--- src/design/bsfp_pkg.sv ---
// ----------------------------------------------------------------------------
// bsfp_pkg
// Shared codes and controller/datapath interface types for the buffered
// serial FIFO pair.
// ----------------------------------------------------------------------------
`default_nettype none

package bsfp_pkg;

    // operation codes
    localparam logic [2:0] OP_LINE_RX   = 3'd0;
    localparam logic [2:0] OP_CPU_READ  = 3'd1;
    localparam logic [2:0] OP_CPU_WRITE = 3'd2;
    localparam logic [2:0] OP_TX_READY  = 3'd3;
    localparam logic [2:0] OP_FLUSH_RX  = 3'd4;
    localparam logic [2:0] OP_FLUSH_TX  = 3'd5;

    // result codes
    localparam logic [1:0] RC_OK       = 2'd0;
    localparam logic [1:0] RC_EMPTY    = 2'd1;
    localparam logic [1:0] RC_FULL     = 2'd2;
    localparam logic [1:0] RC_LINE_ERR = 2'd3;

    // commands from controller to datapath
    typedef struct packed {
        logic       take;
        logic       rx_push;
        logic       rx_pop;
        logic       tx_push;
        logic       tx_pop;
        logic       rx_flush;
        logic       tx_flush;
        logic [1:0] inc_err;
        logic       inc_ovf;
        logic       inc_frm;
        logic       inc_par;
    } t_dp_cmd;

    // status from datapath to controller
    typedef struct packed {
        logic rx_empty;
        logic rx_full;
        logic tx_empty;
        logic tx_full;
    } t_dp_stat;

endpackage

`default_nettype wire

--- src/design/bsfp_ram.sv ---
// ----------------------------------------------------------------------------
// bsfp_ram
// Generic single write port, single read port RAM with registered read.
// ----------------------------------------------------------------------------
`default_nettype none

module bsfp_ram #(
    parameter int WIDTH = 8,
    parameter int DEPTH = 128
) (
    input  wire logic                     i_clk,
    input  wire logic                     i_we,
    input  wire logic [$clog2(DEPTH)-1:0] i_waddr,
    input  wire logic [WIDTH-1:0]         i_wdata,
    input  wire logic                     i_re,
    input  wire logic [$clog2(DEPTH)-1:0] i_raddr,
    output logic      [WIDTH-1:0]         o_rdata
);

    logic [WIDTH-1:0] r_mem [DEPTH];

    // write port
    always_ff @(posedge i_clk) begin
        if (i_we) begin
            r_mem[i_waddr] <= i_wdata;
        end
    end

    // registered read port
    always_ff @(posedge i_clk) begin
        if (i_re) begin
            o_rdata <= r_mem[i_raddr];
        end
    end

endmodule

`default_nettype wire

--- src/design/bsfp_datapath.sv ---
// ----------------------------------------------------------------------------
// bsfp_datapath
// Receive and transmit byte FIFOs with pointers and fill counts, plus the
// wrapping statistics counters.
// ----------------------------------------------------------------------------
`default_nettype none

module bsfp_datapath
    import bsfp_pkg::*;
#(
    parameter int FIFO_DEPTH   = 128,
    parameter int COUNTER_BITS = 16
) (
    input  wire logic        i_clk,
    input  wire logic        i_rst_n,
    input  wire t_dp_cmd     i_cmd,
    input  wire logic [7:0]  i_data_in,
    output t_dp_stat         o_stat,
    output logic [7:0]       o_data_out,
    output logic [7:0]       o_rx_fill,
    output logic [7:0]       o_tx_fill,
    output logic [15:0]      o_errors_total,
    output logic [15:0]      o_overflows_total,
    output logic [15:0]      o_framing_total,
    output logic [15:0]      o_parity_total,
    output logic [15:0]      o_received_total,
    output logic [15:0]      o_queued_total
);

    localparam int PW = $clog2(FIFO_DEPTH);
    localparam int CW = $clog2(FIFO_DEPTH + 1);
    localparam logic [PW-1:0] PTR_LAST = PW'(FIFO_DEPTH - 1);
    localparam logic [CW-1:0] CNT_FULL = CW'(FIFO_DEPTH);

    logic [PW-1:0] r_rx_rd, r_rx_wr, r_tx_rd, r_tx_wr;
    logic [PW-1:0] n_rx_rd, n_rx_wr, n_tx_rd, n_tx_wr;
    logic [CW-1:0] r_rx_cnt, r_tx_cnt, n_rx_cnt, n_tx_cnt;
    logic [COUNTER_BITS-1:0] r_err, r_ovf, r_frm, r_par, r_rcv, r_que;
    logic          r_pop_rx, r_pop_tx;
    logic [7:0]    rx_rdata, tx_rdata;

    // fifo status
    assign o_stat.rx_empty = (r_rx_cnt == '0);
    assign o_stat.rx_full  = (r_rx_cnt == CNT_FULL);
    assign o_stat.tx_empty = (r_tx_cnt == '0);
    assign o_stat.tx_full  = (r_tx_cnt == CNT_FULL);

    // byte stores
    bsfp_ram #(.WIDTH(8), .DEPTH(FIFO_DEPTH)) u_rx_ram (
        .i_clk   (i_clk),
        .i_we    (i_cmd.rx_push),
        .i_waddr (r_rx_wr),
        .i_wdata (i_data_in),
        .i_re    (i_cmd.rx_pop),
        .i_raddr (r_rx_rd),
        .o_rdata (rx_rdata)
    );

    bsfp_ram #(.WIDTH(8), .DEPTH(FIFO_DEPTH)) u_tx_ram (
        .i_clk   (i_clk),
        .i_we    (i_cmd.tx_push),
        .i_waddr (r_tx_wr),
        .i_wdata (i_data_in),
        .i_re    (i_cmd.tx_pop),
        .i_raddr (r_tx_rd),
        .o_rdata (tx_rdata)
    );

    // receive pointer and count update
    always_comb begin
        n_rx_rd  = r_rx_rd;
        n_rx_wr  = r_rx_wr;
        n_rx_cnt = r_rx_cnt;
        if (i_cmd.rx_flush) begin
            n_rx_rd  = '0;
            n_rx_wr  = '0;
            n_rx_cnt = '0;
        end else if (i_cmd.rx_push) begin
            n_rx_wr  = (r_rx_wr == PTR_LAST) ? '0 : r_rx_wr + PW'(1);
            n_rx_cnt = r_rx_cnt + CW'(1);
        end else if (i_cmd.rx_pop) begin
            n_rx_rd  = (r_rx_rd == PTR_LAST) ? '0 : r_rx_rd + PW'(1);
            n_rx_cnt = r_rx_cnt - CW'(1);
        end
    end

    // transmit pointer and count update
    always_comb begin
        n_tx_rd  = r_tx_rd;
        n_tx_wr  = r_tx_wr;
        n_tx_cnt = r_tx_cnt;
        if (i_cmd.tx_flush) begin
            n_tx_rd  = '0;
            n_tx_wr  = '0;
            n_tx_cnt = '0;
        end else if (i_cmd.tx_push) begin
            n_tx_wr  = (r_tx_wr == PTR_LAST) ? '0 : r_tx_wr + PW'(1);
            n_tx_cnt = r_tx_cnt + CW'(1);
        end else if (i_cmd.tx_pop) begin
            n_tx_rd  = (r_tx_rd == PTR_LAST) ? '0 : r_tx_rd + PW'(1);
            n_tx_cnt = r_tx_cnt - CW'(1);
        end
    end

    // state registers
    always_ff @(posedge i_clk) begin
        if (!i_rst_n) begin
            r_rx_rd  <= '0;
            r_rx_wr  <= '0;
            r_rx_cnt <= '0;
            r_tx_rd  <= '0;
            r_tx_wr  <= '0;
            r_tx_cnt <= '0;
            r_err    <= '0;
            r_ovf    <= '0;
            r_frm    <= '0;
            r_par    <= '0;
            r_rcv    <= '0;
            r_que    <= '0;
            r_pop_rx <= 1'b0;
            r_pop_tx <= 1'b0;
        end else begin
            r_rx_rd  <= n_rx_rd;
            r_rx_wr  <= n_rx_wr;
            r_rx_cnt <= n_rx_cnt;
            r_tx_rd  <= n_tx_rd;
            r_tx_wr  <= n_tx_wr;
            r_tx_cnt <= n_tx_cnt;
            r_err    <= r_err + COUNTER_BITS'(i_cmd.inc_err);
            r_ovf    <= r_ovf + COUNTER_BITS'(i_cmd.inc_ovf);
            r_frm    <= r_frm + COUNTER_BITS'(i_cmd.inc_frm);
            r_par    <= r_par + COUNTER_BITS'(i_cmd.inc_par);
            r_rcv    <= r_rcv + COUNTER_BITS'(i_cmd.rx_push);
            r_que    <= r_que + COUNTER_BITS'(i_cmd.tx_push);
            // remember which store feeds the output byte
            if (i_cmd.take) begin
                r_pop_rx <= i_cmd.rx_pop;
                r_pop_tx <= i_cmd.tx_pop;
            end
        end
    end

    // result fields
    assign o_data_out        = r_pop_rx ? rx_rdata : (r_pop_tx ? tx_rdata : 8'd0);
    assign o_rx_fill         = 8'(r_rx_cnt);
    assign o_tx_fill         = 8'(r_tx_cnt);
    assign o_errors_total    = 16'(r_err);
    assign o_overflows_total = 16'(r_ovf);
    assign o_framing_total   = 16'(r_frm);
    assign o_parity_total    = 16'(r_par);
    assign o_received_total  = 16'(r_rcv);
    assign o_queued_total    = 16'(r_que);

    // checks
    a_rx_cnt_range: assert property (@(posedge i_clk) disable iff (!i_rst_n)
        (r_rx_cnt <= CNT_FULL) && (r_tx_cnt <= CNT_FULL))
        else $error("fifo count beyond depth");

    a_no_push_full: assert property (@(posedge i_clk) disable iff (!i_rst_n)
        !(i_cmd.rx_push && o_stat.rx_full) && !(i_cmd.tx_push && o_stat.tx_full))
        else $error("push into full fifo");

    a_pop_empty: assert property (@(posedge i_clk) disable iff (!i_rst_n)
        i_cmd.rx_pop && !i_cmd.rx_flush |=> r_rx_cnt == $past(r_rx_cnt) - CW'(1))
        else $error("rx pop did not lower count");

endmodule

`default_nettype wire

--- src/design/bsfp_ctrl.sv ---
// ----------------------------------------------------------------------------
// bsfp_ctrl
// Handshake controller: decodes each accepted item into datapath commands,
// picks the result code and holds the result until it is taken.
// ----------------------------------------------------------------------------
`default_nettype none

module bsfp_ctrl
    import bsfp_pkg::*;
(
    input  wire logic       i_clk,
    input  wire logic       i_rst_n,
    input  wire logic       i_in_valid,
    output logic            o_in_ready,
    input  wire logic [2:0] i_operation,
    input  wire logic       i_framing_flag,
    input  wire logic       i_overrun_flag,
    input  wire logic       i_parity_flag,
    output logic            o_out_valid,
    input  wire logic       i_out_ready,
    output logic [1:0]      o_result_code,
    output logic            o_data_valid,
    input  wire t_dp_stat   i_stat,
    output t_dp_cmd         o_cmd
);

    typedef enum logic {
        S_IDLE,
        S_HOLD
    } t_state;

    t_state     r_state;
    logic [1:0] r_code, n_code;
    logic       r_valid, n_valid;
    logic       accept, any_flag, is_line;

    // accept when no result waits or the waiting one leaves now
    assign o_in_ready  = (r_state == S_IDLE) || i_out_ready;
    assign accept      = i_in_valid && o_in_ready;
    assign any_flag    = i_framing_flag || i_overrun_flag || i_parity_flag;
    assign is_line     = accept && (i_operation == OP_LINE_RX);

    // datapath commands
    always_comb begin
        o_cmd          = '0;
        o_cmd.take     = accept;
        o_cmd.rx_push  = is_line && !any_flag && !i_stat.rx_full;
        o_cmd.rx_pop   = accept && (i_operation == OP_CPU_READ) && !i_stat.rx_empty;
        o_cmd.tx_push  = accept && (i_operation == OP_CPU_WRITE) && !i_stat.tx_full;
        o_cmd.tx_pop   = accept && (i_operation == OP_TX_READY) && !i_stat.tx_empty;
        o_cmd.rx_flush = accept && (i_operation == OP_FLUSH_RX);
        o_cmd.tx_flush = accept && (i_operation == OP_FLUSH_TX);
        o_cmd.inc_frm  = is_line && i_framing_flag;
        o_cmd.inc_par  = is_line && i_parity_flag;
        o_cmd.inc_ovf  = is_line && (i_overrun_flag || (!any_flag && i_stat.rx_full));
        if (is_line) begin
            if (any_flag) begin
                o_cmd.inc_err = 2'(i_framing_flag) + 2'(i_overrun_flag)
                              + 2'(i_parity_flag);
            end else begin
                o_cmd.inc_err = 2'(i_stat.rx_full);
            end
        end
    end

    // result code and popped flag
    always_comb begin
        n_code  = RC_OK;
        n_valid = 1'b0;
        case (i_operation)
            OP_LINE_RX: begin
                if (any_flag) begin
                    n_code = RC_LINE_ERR;
                end else if (i_stat.rx_full) begin
                    n_code = RC_FULL;
                end
            end
            OP_CPU_READ: begin
                n_valid = !i_stat.rx_empty;
                n_code  = i_stat.rx_empty ? RC_EMPTY : RC_OK;
            end
            OP_CPU_WRITE: begin
                n_code = i_stat.tx_full ? RC_FULL : RC_OK;
            end
            OP_TX_READY: begin
                n_valid = !i_stat.tx_empty;
                n_code  = i_stat.tx_empty ? RC_EMPTY : RC_OK;
            end
            default: begin
                n_code = RC_OK;
            end
        endcase
    end

    // state and registered result
    always_ff @(posedge i_clk) begin
        if (!i_rst_n) begin
            r_state <= S_IDLE;
            r_code  <= RC_OK;
            r_valid <= 1'b0;
        end else begin
            case (r_state)
                S_IDLE: begin
                    if (accept) begin
                        r_state <= S_HOLD;
                        r_code  <= n_code;
                        r_valid <= n_valid;
                    end
                end
                S_HOLD: begin
                    if (accept) begin
                        r_code  <= n_code;
                        r_valid <= n_valid;
                    end else if (i_out_ready) begin
                        r_state <= S_IDLE;
                    end
                end
                default: begin
                    r_state <= S_IDLE;
                end
            endcase
        end
    end

    assign o_out_valid   = (r_state == S_HOLD);
    assign o_result_code = r_code;
    assign o_data_valid  = r_valid;

    // checks
    a_result_follows: assert property (@(posedge i_clk) disable iff (!i_rst_n)
        accept |=> o_out_valid)
        else $error("accepted item left no result");

    a_popped_ok: assert property (@(posedge i_clk) disable iff (!i_rst_n)
        o_data_valid |-> o_result_code == RC_OK)
        else $error("popped byte with non-ok code");

    a_one_fifo_op: assert property (@(posedge i_clk) disable iff (!i_rst_n)
        $countones({o_cmd.rx_push, o_cmd.rx_pop, o_cmd.tx_push, o_cmd.tx_pop,
                    o_cmd.rx_flush, o_cmd.tx_flush}) <= 1)
        else $error("more than one fifo operation per item");

endmodule

`default_nettype wire

--- src/design/buffered_serial_fifo_pair_unit.sv ---
// ----------------------------------------------------------------------------
// buffered_serial_fifo_pair_unit
// Buffered front of a serial port: receive and transmit byte FIFOs with
// line-error filtering and wrapping statistics counters.
// ----------------------------------------------------------------------------
//  channel | handshake              | payload
//  --------+------------------------+---------------------------------------
//  in      | i_in_valid/o_in_ready  | operation, data_in, three line flags
//  out     | o_out_valid/i_out_ready| result_code, data_out, fills, counters
//
//  Each item is decoded and applied to the FIFO state on the accepting edge;
//  its result is registered on that edge and offered from the next cycle,
//  one item per cycle sustained while i_out_ready stays high.
//  The popped byte comes from the registered read port of the FIFO store.
//  A new item is taken while a result waits only in the cycle that result is taken.
//  Synchronous active-low reset empties both FIFOs and zeroes all counters.
// ----------------------------------------------------------------------------
`default_nettype none

module buffered_serial_fifo_pair_unit
    import bsfp_pkg::*;
#(
    parameter int FIFO_DEPTH   = 128,
    parameter int COUNTER_BITS = 16
) (
    input  wire logic        i_clk,
    input  wire logic        i_rst_n,
    input  wire logic        i_in_valid,
    output logic             o_in_ready,
    input  wire logic [2:0]  i_operation,
    input  wire logic [7:0]  i_data_in,
    input  wire logic        i_framing_flag,
    input  wire logic        i_overrun_flag,
    input  wire logic        i_parity_flag,
    output logic             o_out_valid,
    input  wire logic        i_out_ready,
    output logic [1:0]       o_result_code,
    output logic [7:0]       o_data_out,
    output logic             o_data_valid,
    output logic [7:0]       o_rx_fill,
    output logic [7:0]       o_tx_fill,
    output logic [15:0]      o_errors_total,
    output logic [15:0]      o_overflows_total,
    output logic [15:0]      o_framing_total,
    output logic [15:0]      o_parity_total,
    output logic [15:0]      o_received_total,
    output logic [15:0]      o_queued_total
);

    t_dp_cmd  dp_cmd;
    t_dp_stat dp_stat;

    // controller
    bsfp_ctrl u_ctrl (
        .i_clk          (i_clk),
        .i_rst_n        (i_rst_n),
        .i_in_valid     (i_in_valid),
        .o_in_ready     (o_in_ready),
        .i_operation    (i_operation),
        .i_framing_flag (i_framing_flag),
        .i_overrun_flag (i_overrun_flag),
        .i_parity_flag  (i_parity_flag),
        .o_out_valid    (o_out_valid),
        .i_out_ready    (i_out_ready),
        .o_result_code  (o_result_code),
        .o_data_valid   (o_data_valid),
        .i_stat         (dp_stat),
        .o_cmd          (dp_cmd)
    );

    // datapath
    bsfp_datapath #(
        .FIFO_DEPTH   (FIFO_DEPTH),
        .COUNTER_BITS (COUNTER_BITS)
    ) u_datapath (
        .i_clk             (i_clk),
        .i_rst_n           (i_rst_n),
        .i_cmd             (dp_cmd),
        .i_data_in         (i_data_in),
        .o_stat            (dp_stat),
        .o_data_out        (o_data_out),
        .o_rx_fill         (o_rx_fill),
        .o_tx_fill         (o_tx_fill),
        .o_errors_total    (o_errors_total),
        .o_overflows_total (o_overflows_total),
        .o_framing_total   (o_framing_total),
        .o_parity_total    (o_parity_total),
        .o_received_total  (o_received_total),
        .o_queued_total    (o_queued_total)
    );

endmodule

`default_nettype wire

--- config.mk ---
export PLATFORM = sky130hd
export DESIGN_NAME = buffered_serial_fifo_pair_unit
export DESIGN_NICKNAME = d
export VERILOG_FILES = /design/src/design/bsfp_pkg.sv /design/src/design/bsfp_ram.sv /design/src/design/bsfp_datapath.sv /design/src/design/bsfp_ctrl.sv /design/src/design/buffered_serial_fifo_pair_unit.sv
export SDC_FILE = /design/constraint.sdc
export NUM_CORES = 2
export LEC_CHECK = 0
export ABC_AREA = 1
export BUFFER_PORTS_ARGS = -buffer_cell sky130_fd_sc_hd__buf_2
export CORE_ASPECT_RATIO = 1.4
export CORE_MARGIN = 2
export CORE_UTILIZATION = 28
export DETAILED_ROUTE_END_ITERATION = 7
export GPL_TIMING_DRIVEN = 0
export SLEW_MARGIN = 20
export SYNTH_ARGS = -nofsm -noshare
export SYNTH_HDL_FRONTEND = slang
export SYNTH_SLANG_ARGS = --single-unit
export TNS_END_PERCENT = 50
--- constraint.sdc ---
create_clock -name i_clk -period 4.65 [get_ports i_clk]
set_input_delay 0.465 -clock i_clk [delete_from_list [all_inputs] [get_ports i_clk]]
set_output_delay 0.465 -clock i_clk [all_outputs]
set_load 0.01 [all_outputs]
==> impl_metrics.env <==
export IMPL_clockBufferDepth=4
export IMPL_maxCapViolations=0
export IMPL_run_status="finished clean"
export IMPL_leakage_nw=42.1
export IMPL_yosysTopAreaCell="edfxtp_1"
export IMPL_die_y_um=692
export IMPL_synth_area_top_cells="edfxtp_1, nand2_1, nor2_1"
export IMPL_clk_latency_ns=0.91
export IMPL_synth_mux_area_share_pct=0
export IMPL_cts_sinks=2210
export IMPL_synth_warnings=0
export IMPL_dieArea_sq_um=342000
export IMPL_drt_total_wl_um=342000
export IMPL_fin_nets=9734
export IMPL_via_count=68952
export IMPL_cts_root_buffer="clkbuf_16"
export IMPL_holdBufCountCts=5
export IMPL_final_layout_size_suffix_gt1_share_pct=8.14
export IMPL_synth_area_sq_um=94600
export IMPL_area_delta_synth_final_pct=15.4
export IMPL_ys_types=40
export IMPL_synthAdderAreaFrac_pct=0.482
export IMPL_rsz0062_at_grt="false"
export IMPL_grt_ovfl_total=0
export IMPL_ir_drop_mv=0.333
export IMPL_synth_edf_count=2064
export IMPL_ys_seq_area_share_pct=68.6
export IMPL_post_cts_setup_buffers=0
export IMPL_cts_tree="built"
export IMPL_drc=0
export IMPL_worstPathRequired_ns=5.15
export IMPL_ff2ff_setup_slack_ns=0.38
export IMPL_ys_async_sr_fraction_pct=0
export IMPL_yosys_area_share_xor_xnor_pct=0.269
export IMPL_post_cts_resized=0
export IMPL_wl_met1_um=123000
export IMPL_synth_common_cells="nand2_1, edfxtp_1, nor2_1"
export IMPL_relSlewSlack_pct=14.4
export IMPL_setup_violations=0
export IMPL_routedWlPerCell_um=23.9
export IMPL_cp_end_kind="flop"
export IMPL_fill_cells=34125
export IMPL_synthFlopType="edfxtp_1"
export IMPL_place_hpwl_um=238000
export IMPL_h_tree_depth=4
export IMPL_critPathMaxFanout=12
export IMPL_hold_viol=0
export IMPL_place_ws_ns=0.217
export IMPL_slew_viol_final=0
export IMPL_ios=143
export IMPL_fin_util_pct=32.4
export IMPL_drt_initial_drc_count=8374
export IMPL_skew_ns=0.0842
export IMPL_grt_max_degree=103
export IMPL_crit_type="reg2reg"
export IMPL_hold_path_depth=1
export IMPL_worst_ep_arrival_time_ns=4.77
export IMPL_grt_usage_pct=19.3
export IMPL_numCtsBuffers=234
export IMPL_synth_top_family_by_area="simple AND/OR/NAND/NOR gates"
export IMPL_fin_crit_ns=4.27
export IMPL_coreArea_sq_um=336000
export IMPL_die_width_um=495
export IMPL_gp_congestion=0.971
export IMPL_hold_class="in2reg"
export IMPL_worst_slew_pin_slew_ns=1.28
export IMPL_hold_end="u_datapath.u_tx_ram.r_mem[106][7]"
export IMPL_wl_met2_um=164000
export IMPL_grt_pass1_wl_um=472000
export IMPL_synth_compound_area_share_pct=3.20
export IMPL_avgViaCountPerCell=4.82
export IMPL_row_count=252
export IMPL_highest_layer="met5"
export IMPL_clkSlewWorstSetupHoldPaths_ns=0.07
export IMPL_r2r_end="u_datapath.u_rx_ram.r_mem[76][2]"
export IMPL_wl_met3_um=27200
export IMPL_power_density_nw_per_um2=384
export IMPL_rr_startpoint="u_datapath.o_rx_fill[0]"
export IMPL_synthesis_nets=9328
export IMPL_reg2reg_depth=11
export IMPL_numPortBuffers=141
export IMPL_drtAntennaViolNets=0
export IMPL_fin_crit_sh_pct=91.9
export IMPL_syn_avg_cell_area_sq_um=10.2
export IMPL_synth_top_area_share_pct=65.6
export IMPL_critPathLaunchType="flop"
export IMPL_antenna_found_initial=11
export IMPL_setup_slack_ns=0.377
export IMPL_start_util_pct=28.1
export IMPL_synth_simple_area_share_pct=21.5
export IMPL_hp_start="i_data_in[7]"
export IMPL_synthMostInstantiatedCell="nand2_1"
export IMPL_netlist_instances=9276
export IMPL_synth_seq_cells=2210
export IMPL_first_pass_iters=6
export IMPL_max_freq_mhz=234
export IMPL_grt_pass1_vias=65420
==> layout by cell type (no fill, tap or decap), drive strengths merged, types with 132 or more instances in the layout <==
| master | netlist | final |
|---|---|---|
| clkbuf | 165 | 451 |
| dfxtp | 146 | 146 |
| o21ai | 443 | 443 |
| buf | 297 | 462 |
| nand2 | 2759 | 2759 |
| a21oi | 132 | 132 |
| inv | 900 | 906 |
| edfxtp | 2064 | 2064 |
| nand3 | 917 | 917 |
| nor2 | 1282 | 1282 |
==> how the worst max path moves through the flow <==
stage / startpoint / end / slack, ns
3_5_place_dp: u_datapath.o_rx_fill[0] / u_datapath.u_rx_ram.r_mem[93][2] / 0.22
2_1_floorplan: i_framing_flag / u_datapath.o_errors_total[12] / 1.79
3_3_place_gp: i_data_in[3] / u_datapath.u_tx_ram.r_mem[90][3] / -1.28
4_1_cts: u_datapath.o_rx_fill[0] / u_datapath.u_rx_ram.r_mem[93][5] / 0.23
5_1_grt: u_datapath.o_rx_fill[0] / u_datapath.u_rx_ram.r_mem[76][6] / 0.25
6_report: u_datapath.o_rx_fill[0] / u_datapath.u_rx_ram.r_mem[76][2] / 0.38
==> final cells by class <==
cell class | instances | area, sq um | area share (%)
tap | 4445 | 5560 | 5.10
clock buffer | 286 | 6110 | 5.61
antenna | 2 | 5.00 | 0.00459
inverter | 906 | 3400 | 3.12
clock inverter | 135 | 1340 | 1.23
multi-input combinational | 5698 | 24100 | 22.1
buffer | 462 | 2200 | 2.02
sequential | 2210 | 64900 | 59.5
timing repair buffer | 170 | 1430 | 1.31
==> power by group <==
group	switching (W)	internal, W
Combinational	0.00118	0.000331
Clock	0.00799	0.0106
Sequential	0.0000219	0.0217
Total	0.00919	0.0327
==> registers in the layout (all words and copies together) (netlist names) <==
name	flops
u_ctrl.o_out_valid	1
u_datapath.r_rx_wr	7
u_datapath.u_rx_ram.o_rdata	8
u_ctrl.o_result_code	2
u_datapath.u_tx_ram.r_mem	1024
u_datapath.o_framing_total	16
u_datapath.o_errors_total	16
u_datapath.r_tx_wr	7
u_datapath.u_tx_ram.o_rdata	8
u_datapath.r_pop_tx	1
u_datapath.o_received_total	16
u_datapath.o_parity_total	16
u_datapath.r_tx_rd	7
u_datapath.o_rx_fill	8
u_datapath.r_pop_rx	1
u_datapath.u_rx_ram.r_mem	1024
u_datapath.r_rx_rd	7
u_datapath.o_tx_fill	8
u_datapath.o_overflows_total	16
u_ctrl.o_data_valid	1
u_datapath.o_queued_total	16
==> kinds of logic (layout without fill, tap and decap cells) <==
| logic type | Yosys count | after routing |
|---|---|---|
| buffers and inverters | 1368 | 1959 |
| other | 0 | 2 |
| XOR/XNOR | 29 | 29 |
| flip-flops | 2210 | 2210 |
| AND/OR/NAND/NOR | 5039 | 5039 |
| adder cells (fa/ha/maj) | 34 | 34 |
| AO/OA/AOI/OAI | 596 | 596 |
==> layer usage <==
metal	up-vias	global-route usage [%]
met5	-	0
met2	3445	32.5
met1	33199	22.0
met4	6	13.9
met3	942	3.28
li1	31360	-
==> worst max-delay path, cell delays in order (launching register included) <==
cell	delay [ns]
dfxtp_1	0.51
nor2_1	0.09
nand2_1	0.22
inv_1	0.14
nand2_1	0.11
nand2_1	0.10
nor2_4	0.41
inv_2	0.32
nor2_4	0.24
nand3_2	0.37
buf_2	0.45
nor2_1	0.94
==> metrics by stage <==
step	instance area [sq um]	TNS (ns)	instances	power [W]	hold slack [ns]
3_3_place_gp	101000	-2002.94	13862	0.0237	0.456
3_5_place_dp	102000	0	13885	0.0237	0.463
4_1_cts	109000	0	14311	0.0420	0.00369
6_report	109000	0	14314	0.0419	0.0497
2_1_floorplan	94600	0	9276	0.0228	0.483
5_1_grt	109000	0	14313	0.0428	0.0349
No activity file was read; power rests on OpenSTA's default activity.
